## config.mk

```make
export PLATFORM = sky130hd
export DESIGN_NAME = stereo_mix_rc_led_filter
export DESIGN_NICKNAME = d
export VERILOG_FILES = /design/src/rtl/core/smix_pkg.sv /design/src/rtl/core/smix_mixer.sv /design/src/rtl/core/smix_sequencer.sv /design/src/rtl/core/smix_datapath.sv /design/src/rtl/core/stereo_mix_rc_led_filter.sv
export SDC_FILE = /design/constraint.sdc
export NUM_CORES = 2
export LEC_CHECK = 0
export BUFFER_PORTS_ARGS = -buffer_cell sky130_fd_sc_hd__buf_2
export CAP_MARGIN = 20
export CORE_MARGIN = 2
export CORE_UTILIZATION = 37
export CTS_CLUSTER_SIZE = 24
export DETAILED_ROUTE_END_ITERATION = 8
export PLACE_DENSITY = 0.61
export SKIP_CTS_REPAIR_TIMING = 1
export SYNTH_ARGS = -nofsm -noshare
export SYNTH_HDL_FRONTEND = slang
export SYNTH_SLANG_ARGS = --single-unit
```

## constraint.sdc

```tcl
create_clock -name clk -period 13 [get_ports clk]
set_input_delay 1.95 -clock clk [delete_from_list [all_inputs] [get_ports clk]]
set_output_delay 1.95 -clock clk [all_outputs]
set_load 0.005 [all_outputs]
```

## src/rtl/core/smix_pkg.sv

```systemverilog
// Shared types, constants and microcode table for the stereo mixer and output filter.
package smix_pkg;

    localparam int CHANNELS           = 4;
    localparam int STATE_FRAC_DEFAULT = 16;
    localparam int STATE_FRAC_MIN     = 8;
    localparam int STATE_FRAC_MAX     = 24;
    localparam int SAMPLE_W           = 8;
    localparam int VOLUME_W           = 6;
    localparam int OUT_W              = 16;
    localparam int COEF_W             = 17;
    localparam int COEF_FRAC          = 16;
    localparam int MIX_SHIFT          = 16 - 14 - 1;
    localparam int POLES_PER_SIDE     = 5;
    localparam int NUM_POLES          = 2 * POLES_PER_SIDE;
    localparam int POLE_AW            = $clog2(NUM_POLES);
    localparam int FIELD_AW           = $clog2(POLES_PER_SIDE);
    localparam int CFG_IDX_W          = 3;
    localparam int CFG_DATA_W         = 17;
    localparam int PROG_LEN           = 21;
    localparam int STEP_W             = $clog2(PROG_LEN);

    localparam logic [COEF_W-1:0] COEF_UNITY = COEF_W'(65536);
    localparam logic signed [OUT_W:0] SAT_MAX = 17'sd32767;
    localparam logic signed [OUT_W:0] SAT_MIN = -17'sd32768;

    localparam logic [1:0] MODEL_OFF    = 2'd0;
    localparam logic [1:0] MODEL_RC_LED = 2'd1;
    localparam logic [1:0] MODEL_LED    = 2'd2;

    typedef enum logic [CFG_IDX_W-1:0] {
        CFG_FILTER_MODEL = 3'd0,
        CFG_LED_ON       = 3'd1,
        CFG_COEF_ONE     = 3'd2,
        CFG_COEF_TWO     = 3'd3,
        CFG_COEF_LED     = 3'd4,
        CFG_CHAN_EN      = 3'd5
    } cfg_idx_t;

    typedef struct packed {
        logic signed [SAMPLE_W-1:0] sample_zero;
        logic signed [SAMPLE_W-1:0] sample_one;
        logic signed [SAMPLE_W-1:0] sample_two;
        logic signed [SAMPLE_W-1:0] sample_three;
        logic [VOLUME_W-1:0]        volume_zero;
        logic [VOLUME_W-1:0]        volume_one;
        logic [VOLUME_W-1:0]        volume_two;
        logic [VOLUME_W-1:0]        volume_three;
    } in_item_t;

    typedef struct packed {
        logic signed [OUT_W-1:0] left_out;
        logic signed [OUT_W-1:0] right_out;
    } out_item_t;

    typedef struct packed {
        logic [1:0]          filter_model;
        logic                led_on;
        logic [COEF_W-1:0]   coef_stage_one;
        logic [COEF_W-1:0]   coef_stage_two;
        logic [COEF_W-1:0]   coef_led;
        logic [CHANNELS-1:0] channel_enable;
    } cfg_t;

    typedef enum logic [2:0] {
        OP_LOAD,
        OP_JUMP,
        OP_MUL,
        OP_UPD,
        OP_OUT
    } op_t;

    typedef enum logic [1:0] {
        COND_ALWAYS,
        COND_OFF,
        COND_LED_ONLY
    } cond_t;

    typedef enum logic [1:0] {
        COEF_RC1,
        COEF_RC2,
        COEF_LED
    } coef_sel_t;

    typedef struct packed {
        op_t                 op;
        cond_t               cond;
        logic [FIELD_AW-1:0] field;
        coef_sel_t           coef_sel;
        logic                norm_we;
        logic [STEP_W-1:0]   target;
    } uop_t;

    typedef struct packed {
        logic               run;
        op_t                op;
        logic [POLE_AW-1:0] addr;
        coef_sel_t          coef_sel;
        logic               norm_we;
        logic               side;
    } ctrl_t;

    function automatic uop_t mk(op_t op, cond_t cond, int field, coef_sel_t cs,
                                logic nw, int target);
        uop_t u;
        u.op       = op;
        u.cond     = cond;
        u.field    = FIELD_AW'(field);
        u.coef_sel = cs;
        u.norm_we  = nw;
        u.target   = STEP_W'(target);
        return u;
    endfunction

    // Per-side program; OUT on the left side loops back to step 0 for the right side.
    function automatic uop_t ucode(logic [STEP_W-1:0] step);
        uop_t u;
        unique case (step)
            5'd0:    u = mk(OP_LOAD, COND_ALWAYS,   0, COEF_LED, 1'b0, 0);
            5'd1:    u = mk(OP_JUMP, COND_OFF,      0, COEF_LED, 1'b0, 20);
            5'd2:    u = mk(OP_JUMP, COND_LED_ONLY, 0, COEF_LED, 1'b0, 14);
            5'd3:    u = mk(OP_MUL,  COND_ALWAYS,   0, COEF_RC1, 1'b0, 0);
            5'd4:    u = mk(OP_UPD,  COND_ALWAYS,   0, COEF_RC1, 1'b0, 0);
            5'd5:    u = mk(OP_MUL,  COND_ALWAYS,   1, COEF_RC2, 1'b0, 0);
            5'd6:    u = mk(OP_UPD,  COND_ALWAYS,   1, COEF_RC2, 1'b1, 0);
            5'd7:    u = mk(OP_MUL,  COND_ALWAYS,   2, COEF_LED, 1'b0, 0);
            5'd8:    u = mk(OP_UPD,  COND_ALWAYS,   2, COEF_LED, 1'b0, 0);
            5'd9:    u = mk(OP_MUL,  COND_ALWAYS,   3, COEF_LED, 1'b0, 0);
            5'd10:   u = mk(OP_UPD,  COND_ALWAYS,   3, COEF_LED, 1'b0, 0);
            5'd11:   u = mk(OP_MUL,  COND_ALWAYS,   4, COEF_LED, 1'b0, 0);
            5'd12:   u = mk(OP_UPD,  COND_ALWAYS,   4, COEF_LED, 1'b0, 0);
            5'd13:   u = mk(OP_JUMP, COND_ALWAYS,   0, COEF_LED, 1'b0, 20);
            5'd14:   u = mk(OP_MUL,  COND_ALWAYS,   1, COEF_LED, 1'b0, 0);
            5'd15:   u = mk(OP_UPD,  COND_ALWAYS,   1, COEF_LED, 1'b0, 0);
            5'd16:   u = mk(OP_MUL,  COND_ALWAYS,   2, COEF_LED, 1'b0, 0);
            5'd17:   u = mk(OP_UPD,  COND_ALWAYS,   2, COEF_LED, 1'b0, 0);
            5'd18:   u = mk(OP_MUL,  COND_ALWAYS,   3, COEF_LED, 1'b0, 0);
            5'd19:   u = mk(OP_UPD,  COND_ALWAYS,   3, COEF_LED, 1'b0, 0);
            5'd20:   u = mk(OP_OUT,  COND_ALWAYS,   0, COEF_LED, 1'b0, 0);
            default: u = mk(OP_JUMP, COND_ALWAYS,   0, COEF_LED, 1'b0, 20);
        endcase
        return u;
    endfunction

endpackage

```

## src/rtl/core/smix_mixer.sv

```systemverilog
// Volume scaling, channel muting and left/right mixing of one input transaction.
module smix_mixer (
    input  logic                    clk,
    input  logic                    load,
    input  smix_pkg::in_item_t      item,
    input  logic [3:0]              channel_enable,
    output logic signed [15:0]      mix_left,
    output logic signed [15:0]      mix_right
);
    import smix_pkg::*;

    logic signed [SAMPLE_W-1:0]        smp  [CHANNELS];
    logic [VOLUME_W-1:0]               vol  [CHANNELS];
    logic signed [SAMPLE_W+VOLUME_W:0] prod [CHANNELS];
    logic signed [OUT_W:0]             sum_l;
    logic signed [OUT_W:0]             sum_r;
    logic signed [OUT_W-1:0]           mix_l_reg, mix_l_next;
    logic signed [OUT_W-1:0]           mix_r_reg, mix_r_next;

    always_comb
    begin
        smp[0] = item.sample_zero;
        smp[1] = item.sample_one;
        smp[2] = item.sample_two;
        smp[3] = item.sample_three;
        vol[0] = item.volume_zero;
        vol[1] = item.volume_one;
        vol[2] = item.volume_two;
        vol[3] = item.volume_three;
        for (int i = 0; i < CHANNELS; i++)
        begin
            if (channel_enable[i])
                prod[i] = smp[i] * $signed({1'b0, vol[i]});
            else
                prod[i] = '0;
        end
        sum_l      = (OUT_W+1)'(prod[0]) + (OUT_W+1)'(prod[3]);
        sum_r      = (OUT_W+1)'(prod[1]) + (OUT_W+1)'(prod[2]);
        mix_l_next = OUT_W'(sum_l <<< MIX_SHIFT);
        mix_r_next = OUT_W'(sum_r <<< MIX_SHIFT);
    end

    always_ff @(posedge clk)
    begin
        if (load)
        begin
            mix_l_reg <= mix_l_next;
            mix_r_reg <= mix_r_next;
        end
    end

    assign mix_left  = mix_l_reg;
    assign mix_right = mix_r_reg;

endmodule

```

## src/rtl/core/smix_sequencer.sv

```systemverilog
// Microcode sequencer: step counter, control table lookup and conditional jumps.
module smix_sequencer (
    input  logic             clk,
    input  logic             rst_n,
    input  logic             start,
    input  logic             stall,
    input  logic [1:0]       filter_model,
    output smix_pkg::ctrl_t  ctrl,
    output logic             done
);
    import smix_pkg::*;

    logic              run_reg, run_next;
    logic [STEP_W-1:0] step_reg, step_next;
    logic              side_reg, side_next;
    uop_t              uop;
    logic              cond_true;

    assign uop = ucode(step_reg);

    always_comb
    begin
        unique case (uop.cond)
            COND_ALWAYS:   cond_true = 1'b1;
            COND_OFF:      cond_true = (filter_model != MODEL_RC_LED) &&
                                       (filter_model != MODEL_LED);
            COND_LED_ONLY: cond_true = (filter_model == MODEL_LED);
            default:       cond_true = 1'b0;
        endcase
    end

    assign done = run_reg && (uop.op == OP_OUT) && side_reg && !stall;

    always_comb
    begin
        run_next  = run_reg;
        step_next = step_reg;
        side_next = side_reg;
        if (!run_reg)
        begin
            if (start)
            begin
                run_next  = 1'b1;
                step_next = '0;
                side_next = 1'b0;
            end
        end
        else
        begin
            unique case (uop.op)
                OP_JUMP:
                begin
                    step_next = cond_true ? uop.target : step_reg + 1'b1;
                end
                OP_OUT:
                begin
                    if (!side_reg)
                    begin
                        side_next = 1'b1;
                        step_next = uop.target;
                    end
                    else if (!stall)
                    begin
                        run_next = 1'b0;
                    end
                end
                default:
                begin
                    step_next = step_reg + 1'b1;
                end
            endcase
        end
    end

    always_ff @(posedge clk or negedge rst_n)
    begin
        if (!rst_n)
        begin
            run_reg  <= 1'b0;
            step_reg <= '0;
            side_reg <= 1'b0;
        end
        else
        begin
            run_reg  <= run_next;
            step_reg <= step_next;
            side_reg <= side_next;
        end
    end

    always_comb
    begin
        ctrl.run      = run_reg;
        ctrl.op       = uop.op;
        ctrl.addr     = side_reg ? POLE_AW'(uop.field) + POLE_AW'(POLES_PER_SIDE)
                                 : POLE_AW'(uop.field);
        ctrl.coef_sel = uop.coef_sel;
        ctrl.norm_we  = uop.norm_we;
        ctrl.side     = side_reg;
    end

endmodule

```

## src/rtl/core/smix_datapath.sv

```systemverilog
// Filter datapath: pole state registers, shared pole multiplier, output truncation and clamp.
module smix_datapath #(
    parameter int STATE_FRACTION_BITS = smix_pkg::STATE_FRAC_DEFAULT
) (
    input  logic                 clk,
    input  logic                 rst_n,
    input  smix_pkg::ctrl_t      ctrl,
    input  smix_pkg::cfg_t       cfg,
    input  logic signed [15:0]   mix_left,
    input  logic signed [15:0]   mix_right,
    output smix_pkg::out_item_t  result
);
    import smix_pkg::*;

    localparam int SW = OUT_W + STATE_FRACTION_BITS;
    localparam int PW = SW + COEF_W + 2;

    logic signed [SW-1:0] pole_reg [NUM_POLES];
    logic signed [SW-1:0] acc_reg;
    logic signed [SW-1:0] norm_reg;
    logic signed [SW-1:0] y_reg;
    logic signed [PW-1:0] prod_reg;
    logic signed [OUT_W-1:0] left_res_reg;

    logic [COEF_W-1:0]    coef_raw;
    logic [COEF_W-1:0]    coef_sat;
    logic signed [SW-1:0] x_in;
    logic signed [SW-1:0] y_cur;
    logic signed [SW:0]   diff;
    logic signed [PW-1:0] prod_next;
    logic signed [PW-1:0] prod_sh;
    logic signed [PW-1:0] upd_sum;
    logic signed [SW-1:0] upd_val;
    logic signed [SW-1:0] sel;
    logic [SW:0]          bias;
    logic [SW:0]          rnd;
    logic signed [OUT_W:0] q;
    logic signed [OUT_W-1:0] sat_val;

    always_comb
    begin
        unique case (ctrl.coef_sel)
            COEF_RC1: coef_raw = cfg.coef_stage_one;
            COEF_RC2: coef_raw = cfg.coef_stage_two;
            COEF_LED: coef_raw = cfg.coef_led;
            default:  coef_raw = cfg.coef_led;
        endcase
        coef_sat = coef_raw[COEF_W-1] ? COEF_UNITY : coef_raw;
    end

    // y' = y + floor(a * (x - y) / 2^16)
    assign x_in      = {(ctrl.side ? mix_right : mix_left), {STATE_FRACTION_BITS{1'b0}}};
    assign y_cur     = pole_reg[ctrl.addr];
    assign diff      = (SW+1)'(acc_reg) - (SW+1)'(y_cur);
    assign prod_next = PW'($signed({1'b0, coef_sat}) * diff);
    assign prod_sh   = prod_reg >>> COEF_FRAC;
    assign upd_sum   = PW'(y_reg) + prod_sh;
    assign upd_val   = upd_sum[SW-1:0];

    // truncate toward zero, then clamp
    assign sel  = cfg.led_on ? acc_reg : norm_reg;
    assign bias = sel[SW-1] ? (SW+1)'({STATE_FRACTION_BITS{1'b1}}) : '0;
    assign rnd  = {sel[SW-1], sel} + bias;
    assign q    = $signed(rnd[SW:STATE_FRACTION_BITS]);

    always_comb
    begin
        priority if (q > SAT_MAX)
            sat_val = OUT_W'(SAT_MAX);
        else if (q < SAT_MIN)
            sat_val = OUT_W'(SAT_MIN);
        else
            sat_val = q[OUT_W-1:0];
    end

    always_ff @(posedge clk or negedge rst_n)
    begin
        if (!rst_n)
        begin
            for (int i = 0; i < NUM_POLES; i++)
            begin
                pole_reg[i] <= '0;
            end
        end
        else if (ctrl.run && ctrl.op == OP_UPD)
        begin
            pole_reg[ctrl.addr] <= upd_val;
        end
    end

    always_ff @(posedge clk)
    begin
        if (ctrl.run)
        begin
            unique case (ctrl.op)
                OP_LOAD:
                begin
                    acc_reg  <= x_in;
                    norm_reg <= x_in;
                end
                OP_MUL:
                begin
                    prod_reg <= prod_next;
                    y_reg    <= y_cur;
                end
                OP_UPD:
                begin
                    acc_reg <= upd_val;
                    if (ctrl.norm_we)
                    begin
                        norm_reg <= upd_val;
                    end
                end
                OP_OUT:
                begin
                    if (!ctrl.side)
                    begin
                        left_res_reg <= sat_val;
                    end
                end
                default:
                begin
                end
            endcase
        end
    end

    assign result.left_out  = left_res_reg;
    assign result.right_out = sat_val;

endmodule

```

## src/rtl/core/stereo_mix_rc_led_filter.sv

```systemverilog
// Top level: four-channel stereo mixer with RC and LED output filter models.
//
//  Channel  Handshake             Payload
//  -------  --------------------  --------------------------------------
//  in       in_valid / in_ready   in_data   (four samples, four volumes)
//  out      out_valid / out_ready out_data  (left_out, right_out)
//  cfg      cfg_valid / cfg_ready cfg_index, cfg_data
//
//  A transaction runs the microcode for the left side, then the right side,
//  with both RC stages and LED poles, with LED poles only or with filtering
//  off; in_ready returns as the result is registered. The shared pole
//  multiplier runs two microcode steps per pole, both sides in turn.
//  in_ready drops while the sequencer runs; a result waiting in the output
//  register does not block the next accept, only the final step of the next one.
//  Reset clears all pole state and loads register defaults; no clearing pass.
//  cfg_ready is always high.
module stereo_mix_rc_led_filter #(
    parameter int STATE_FRACTION_BITS = smix_pkg::STATE_FRAC_DEFAULT
) (
    input  logic                                   clk,
    input  logic                                   rst_n,
    input  logic                                   in_valid,
    output logic                                   in_ready,
    input  smix_pkg::in_item_t                     in_data,
    output logic                                   out_valid,
    input  logic                                   out_ready,
    output smix_pkg::out_item_t                    out_data,
    input  logic                                   cfg_valid,
    output logic                                   cfg_ready,
    input  logic [smix_pkg::CFG_IDX_W-1:0]         cfg_index,
    input  logic [smix_pkg::CFG_DATA_W-1:0]        cfg_data
);
    import smix_pkg::*;

    cfg_t      cfg_reg, cfg_next;
    logic      out_valid_reg, out_valid_next;
    out_item_t out_data_reg;
    ctrl_t     ctrl;
    logic      done;
    logic      stall;
    logic      start;
    logic signed [OUT_W-1:0] mix_left;
    logic signed [OUT_W-1:0] mix_right;
    out_item_t result;

    assign cfg_ready = 1'b1;
    assign in_ready  = !ctrl.run;
    assign start     = in_valid && in_ready;
    assign stall     = out_valid_reg && !out_ready;

    always_comb
    begin
        cfg_next = cfg_reg;
        if (cfg_valid)
        begin
            unique case (cfg_idx_t'(cfg_index))
                CFG_FILTER_MODEL: cfg_next.filter_model   = cfg_data[1:0];
                CFG_LED_ON:       cfg_next.led_on         = cfg_data[0];
                CFG_COEF_ONE:     cfg_next.coef_stage_one = cfg_data[COEF_W-1:0];
                CFG_COEF_TWO:     cfg_next.coef_stage_two = cfg_data[COEF_W-1:0];
                CFG_COEF_LED:     cfg_next.coef_led       = cfg_data[COEF_W-1:0];
                CFG_CHAN_EN:      cfg_next.channel_enable = cfg_data[CHANNELS-1:0];
                default:          cfg_next = cfg_reg;
            endcase
        end
    end

    always_comb
    begin
        out_valid_next = out_valid_reg;
        if (done)
            out_valid_next = 1'b1;
        else if (out_ready)
            out_valid_next = 1'b0;
    end

    always_ff @(posedge clk or negedge rst_n)
    begin
        if (!rst_n)
        begin
            cfg_reg.filter_model   <= MODEL_RC_LED;
            cfg_reg.led_on         <= 1'b0;
            cfg_reg.coef_stage_one <= COEF_UNITY;
            cfg_reg.coef_stage_two <= COEF_UNITY;
            cfg_reg.coef_led       <= COEF_UNITY;
            cfg_reg.channel_enable <= '1;
            out_valid_reg          <= 1'b0;
        end
        else
        begin
            cfg_reg       <= cfg_next;
            out_valid_reg <= out_valid_next;
        end
    end

    always_ff @(posedge clk)
    begin
        if (done)
        begin
            out_data_reg <= result;
        end
    end

    assign out_valid = out_valid_reg;
    assign out_data  = out_data_reg;

    smix_mixer u_mixer (
        .clk            (clk),
        .load           (start),
        .item           (in_data),
        .channel_enable (cfg_reg.channel_enable),
        .mix_left       (mix_left),
        .mix_right      (mix_right)
    );

    smix_sequencer u_seq (
        .clk          (clk),
        .rst_n        (rst_n),
        .start        (start),
        .stall        (stall),
        .filter_model (cfg_reg.filter_model),
        .ctrl         (ctrl),
        .done         (done)
    );

    smix_datapath #(
        .STATE_FRACTION_BITS (STATE_FRACTION_BITS)
    ) u_dp (
        .clk       (clk),
        .rst_n     (rst_n),
        .ctrl      (ctrl),
        .cfg       (cfg_reg),
        .mix_left  (mix_left),
        .mix_right (mix_right),
        .result    (result)
    );

endmodule

```

# After elaboration in Yosys (flattened, before gate mapping)
# Memory sizes are Yosys's and may differ from the RTL's.
# Index checks and enable logic that the tools add are counted.
[totals]
ff_bits = 608
mem_bits_ro = 480
inputBits = 81
elab_cells = 133
memories = 1
[memory_table]
columns = ["memory", "depth", "word_bits", "rd", "rd_ports_with_merged_regs", "wr", "line_no", "rtl"]
rows = [
  ["(name not given)", 32, 15, 1, 0, 0, "smix_pkg.sv:118", "unique case (step)"],
]
[classes]
addsub = 7
n_mul = 5
magnitude_cmp = 4
n_eq_ne = 18
n_mux = 37
n_bitwise = 2
n_reduce_logical = 30
[op_table]
columns = ["cell", "n"]
rows = [
  ["bitwise mux 320 bit", 1],
  ["two-way mux 32 bit", 5],
  ["binary-select mux 32 bit (select 4 bit)", 1],
  ["demux 32 bit (select 4 bit)", 1],
  ["case mux 32 bit (2 select lines)", 2],
  ["two-way mux 16 bit", 4],
  ["multiplier 8 x 7 -> 15 bit", 4],
  ["two-way mux 15 bit", 4],
  ["multiplier 18 x 33 -> 48 bit", 1],
  ["case mux 17 bit (2 select lines)", 1],
  ["adder 33 bit", 1],
  ["subtractor 32 x 32 -> 33 bit", 1],
  ["adder 32 bit", 1],
  ["adder 15 bit", 2],
  ["two-way mux 5 bit", 4],
  ["AND reduction 2 bit", 10],
  ["greater-than comparator 17 x 16 -> 1 bit, second input constant", 1],
  ["less-than comparator 17 x 16 -> 1 bit, second input constant", 1],
  ["two-way mux 17 bit", 1],
  ["equality test 3 x 2 -> 1 bit, second input constant", 4],
  ["two-way mux 1 bit", 10],
  ["case mux 5 bit (2 select lines)", 1],
  ["equality test 3 bit, second input constant", 3],
  ["logical AND 1 bit", 8],
  ["other kinds (19)", 31],
]

# Logic depth before layout (Yosys ltp)
# An unclocked memory read counts as a cell.
[depth]
depth_word = 9
ltp_mapped = 52
depth_no_buf = 50

# Hierarchy
# From an unflattened synthesis, not the netlist that was laid out.
[hier_totals]
cells_unflattened = 5730
hier_area_um2 = 56058.8
[by_module_without_submodules]
columns = ["module", "instances", "cells_per_inst", "area_each_um2", "seq_area_each_um2"]
rows = [
  ["smix_datapath", 1, 4291, 41657.5, 12331.8],
  ["smix_mixer", 1, 1160, 10206.0, 900.9],
  ["stereo_mix_rc_led_filter", 1, 166, 3251.9, 2447.3],
  ["smix_sequencer", 1, 113, 943.4, 175.2],
]

# Worst setup path before layout
# No wires, ideal clock.
[synth_timing]
kind = "flip-flop to flip-flop"
from = "reg u_seq.step_reg[0]"
to = "reg u_dp.prod_reg[47], data pin"
arrival_time_ns = 11.294
path_slack_ns = 1.446
path_stages_with_launch = 48
cell_sequence = "dfrtp_1 > inv_1 > ha_1 > nor2b_1 > a21oi_1 > o21ai_0 > a21oi_1 > inv_1 > ha_1 > mux2i_1 > buf_2 > buf_1 > buf_2 > mux4_2 > nor2_1 > a21oi_1 > ha_1 > fa_1 > [... 12 more ...] > inv_1 > fa_1 > inv_1 > fa_1 > inv_1 > fa_1 > ha_1 > a211oi_2 > nand2_1 > a221o_1 > a31o_1 > o32ai_2 > a2bb2oi_2 > and3_1 > nor3_1 > nor3_1 > a311oi_2 > xnor2_1"
[synth_between]
elab_chain_cells = 9
word_cells_on_any_way = 13
cone_classes = "add/sub (2); mul (1); eq/ne (1); mux (6); bitwise (1); reduce/logical (1); memory (1)"
[synth_rtl]
columns = ["item", "line_no", "rtl"]
rows = [
  ["start: declaration", "smix_sequencer.sv:14", "logic [STEP_W-1:0] step_reg, step_next;"],
  ["start signal: assignment", "smix_sequencer.sv:86", "step_reg <= step_next;"],
  ["memory (32 x 15 bit) (*)", "--", ""],
  ["adder 3 x 3 -> 4 bit", "smix_sequencer.sv:95", "ctrl.addr = side_reg ? POLE_AW'(uop.field) + POLE_AW'(POLES_PER_SIDE)"],
  ["two-way mux 4 bit (*)", "smix_sequencer.sv:95", ""],
  ["NOT 4 -> 5 bit (implied by the code) (*)", "smix_datapath.sv:53", "assign y_cur = pole_reg[ctrl.addr];"],
  ["binary-select mux 32 bit (select 4 bit) (*)", "smix_datapath.sv:53", ""],
  ["two-way mux 32 bit (implied by the code) (*) (2 in a row)", "smix_datapath.sv:53", ""],
  ["named net u_dp.y_cur[0]", "smix_datapath.sv:28", "logic signed [SW-1:0] y_cur;"],
  ["subtractor 32 x 32 -> 33 bit (*)", "smix_datapath.sv:54", "assign diff = (SW+1)'(acc_reg) - (SW+1)'(y_cur);"],
  ["multiplier 18 x 33 -> 48 bit (*)", "smix_datapath.sv:55", "assign prod_next = PW'($signed({1'b0, coef_sat}) * diff);"],
  ["named net u_dp.prod_next[47]", "smix_datapath.sv:30", "logic signed [PW-1:0] prod_next;"],
  ["end signal: assignment", "smix_datapath.sv:103", "prod_reg <= prod_next;"],
  ["end: declaration", "smix_datapath.sv:22", "logic signed [PW-1:0] prod_reg;"],
]
# The timed path passes the listed nets; every way through them passes the cells marked *. The select of a mux whose other input is x is not followed.
# A chain may end at the register's enable or synchronous reset.

# Worst setup path in the final report
[layout_timing]
from = "reg u_seq.step_reg[0]"
to = "reg u_dp.prod_reg[47], data pin"
[layout_between]
elab_chain_cells = 9
word_cells_on_any_way = 13
cone_classes = "add/sub (2); mul (1); eq/ne (1); mux (6); bitwise (1); reduce/logical (1); memory (1)"
[layout_rtl]
columns = ["item", "line_no"]
rows = [
  ["memory (32 x 15 bit) (*)", "--"],
  ["adder 3 x 3 -> 4 bit", "smix_sequencer.sv:95"],
  ["two-way mux 4 bit", "smix_sequencer.sv:95"],
  ["NOT 4 -> 5 bit (implied by the code)", "smix_datapath.sv:53"],
  ["binary-select mux 32 bit (select 4 bit)", "smix_datapath.sv:53"],
  ["two-way mux 32 bit (implied by the code) (2 in a row)", "smix_datapath.sv:53"],
  ["subtractor 32 x 32 -> 33 bit", "smix_datapath.sv:54"],
  ["multiplier 18 x 33 -> 48 bit (*)", "smix_datapath.sv:55"],
  ["named net u_dp.prod_next[47]", "smix_datapath.sv:30"],
]
# Marked as above.

==> out/metrics.cfg <==
[finish]
area_growth_pct = 10.3
fin_util_pct = 41.0
fillCellCount = 14630
nNetsFinal = 6948
ff_latch_area_mm2 = 0.0159
drive_gt1_share_pct = 10.1
fin_cells = 7932
multi_input_area_mm2 = 0.0355
largest_reg_flops = 320

[outcome]
outcome = completed

[synth]
syn_avg_cell_area_um2 = 9.56
yosys.area.top_type = fa_1
synth_compound_area_share_pct = 9.60
synth_area_mm2 = 0.0555
synth_area_leaders = fa_1 (24%), dfrtp_1 (17%), edfxtp_1 (11%)
netlist_instances = 5809
yosysWarnings = 0
ys_async_sr_fraction_pct = 65.2
synth_top_cell_area_share_pct = 23.7
synth-simple-area-share_pct = 14.2
ys_seq_area_share_pct = 28.6
synth_fp_nets = 6896
synth_top_family_by_area = adder cells
muxShareOfSynthArea_pct = 4.84
yosys.area_share.adder_pct = 31.6
synth_common_cells = inv_1 (886), nand2_1 (832), fa_1 (658)
ys_ff_latch = 592
yosysMostFrequentCell = inv_1
ys_dominant_reg_cell = dfrtp_1
netlist-cell-type-count = 84
synth-xor-area-share_pct = 3.36
synth_edf_count = 206

[floorplan]
row_count = 142
design.core.area_mm2 = 0.149
die_w_um = 391
dieArea_mm2 = 0.153
io_pins = 116
fp.dieH_um = 391
initial_core_util_pct = 37.2

[timing]
drv_slew = 0
clock-skew-final_ps = 36.3
hold_viol_final = 0
fin_crit_sh_pct = 95.0
tightestPinTransition_ps = 1220
fin_crit_ps = 12350
slew_headroom_pct = 18.3
fin_setup_tns_ps = 0
setup_viol = 0
rsz0062_at_grt = false
max_freq_mhz = 81.0

[critical_path]
critical_path_required_ps = 13380
reg2reg_depth = 43
critPathMaxFanout = 35
cpMostUsedCell = fa_1
criticalPathCategory = reg2reg
cp-end-kind = flop
reg2reg_from = u_seq.step_reg[0]
crit_slowest_cell = xnor2_1
slowest_delay_ps = 860
crit_family = adder cells
worstPathArrival_ps = 12730
r2r-end = u_dp.prod_reg[47]
cp_num_buf_inv = 8
startpoint_type = flop
reg2reg_slack_ps = 650

[place]
gp_congestion = 0.932
dp_cells = 7798
dp_hpwl_mm = 116
io_buffers = 114

[clock_network]
htreeDepth = 3
numCtsBuffers = 69
clk_latency_ps = 640
tritoncts = done
cts-root-buf = clkbuf_16
clkTransAtPathRegs_ps = 70
numClockSinks = 592
clockBufferDepth = 3

[global_routing]
grt_pass1_vias = 41988
gr-total-overflow = 0
grt_max_degree = 112
antenna_found_initial = 6
grt_use_total_pct = 20.0
grt_pass1_wl_mm = 239

[drt]
vias = 40461
routedWlPerCell_um = 18.9
drc = 0
vias_per_cell = 5.10
drt_iter0_drc = 3249
wl_mm = 150
drtPass1Iterations = 6
antenna_left = 0

[hold_path]
hold-path-endpoint = out_data[17]
min-delay-start = u_dp.left_res_reg[1]
hold_class = reg2reg
whs_path_depth = 0

[flow_run]
cap_violations = 0

## through the flow
step / hold slack (ps) / cell area [um^2] / setup WS, ps
floorplan: 400 / 55500 / 1450
global placement: 401 / 58600 / 528
detailed placement: 405 / 58700 / 321
CTS: 415 / 61000 / 263
global route: 417 / 61200 / 19.4
finish: 408 / 61200 / 650
## area by class of cell
cell class | instances | area share, %
antenna | 1 | 0.00409
clock buffer | 97 | 3.33
clock inverter | 28 | 0.482
inverter | 887 | 5.44
multi-input combinational | 4062 | 58.0
sequential | 592 | 25.9
tap | 2016 | 4.12
timing repair buffer | 249 | 2.75
## worst max-delay path by stage
stage,slack [ps],cells after the start,startpoint,end
after floorplan,1450,47,u_seq.step_reg[0],u_dp.prod_reg[47]
after detailed placement,320,46,u_seq.step_reg[0],u_dp.prod_reg[47]
after CTS,260,46,u_seq.step_reg[0],u_dp.prod_reg[47]
after global placement,530,46,u_seq.step_reg[0],u_dp.prod_reg[47]
final,650,43,u_seq.step_reg[0],u_dp.prod_reg[47]
after global routing,20,45,u_seq.step_reg[0],u_dp.prod_reg[47]
## kinds of logic after synthesis
group                      count (synthesis)
AOI/OAI and AO/OA                        887
xor gates and xnor gates                 213
adders and majority gates               1006
buffers and inverters                   1155
DFF                                      592
muxes                                    178
other                                      1
and+or+nand+nor                         1777
## routing by layer
metal	track usage [%]	vias to the layer above	share of wire (%)
met1	26.3	20201	42
met4	7.68	4	4.2
met5	0	-	0.020
li1	-	18716	-
met2	32.9	1249	47
met3	3.67	291	6.9
## cell usage in the layout (no fill, tap or decap), types with 30 or more instances in the layout
cell type  Yosys  final
a21oi_1      197    195
clkbuf_16      0     73
mux2i_1       32     31
o21ai_1       32     31
xnor2_1      155    150
mux4_2        64     64
nor2_1       419    413
nor3_1        37     33
and2_1       170    170
buf_4          3    126
mux2_2        82     82
o21ai_0      382    381
or3_1         30     30
dfrtp_1      378    377
fa_1         658    658
xor2_1        58     57
nand2b_1      36     36
o21a_1        48     48
nand3_1      111    103
edfxtp_1     206    206
nand2_1      832    832
ha_1         348    348
buf_2         27    113
inv_1        886    886
a21o_1        65     65
nor2b_1       67     65
Power is not shown: default switching activity piles up to over one toggle a cycle in this logic, so the estimate is an artifact.
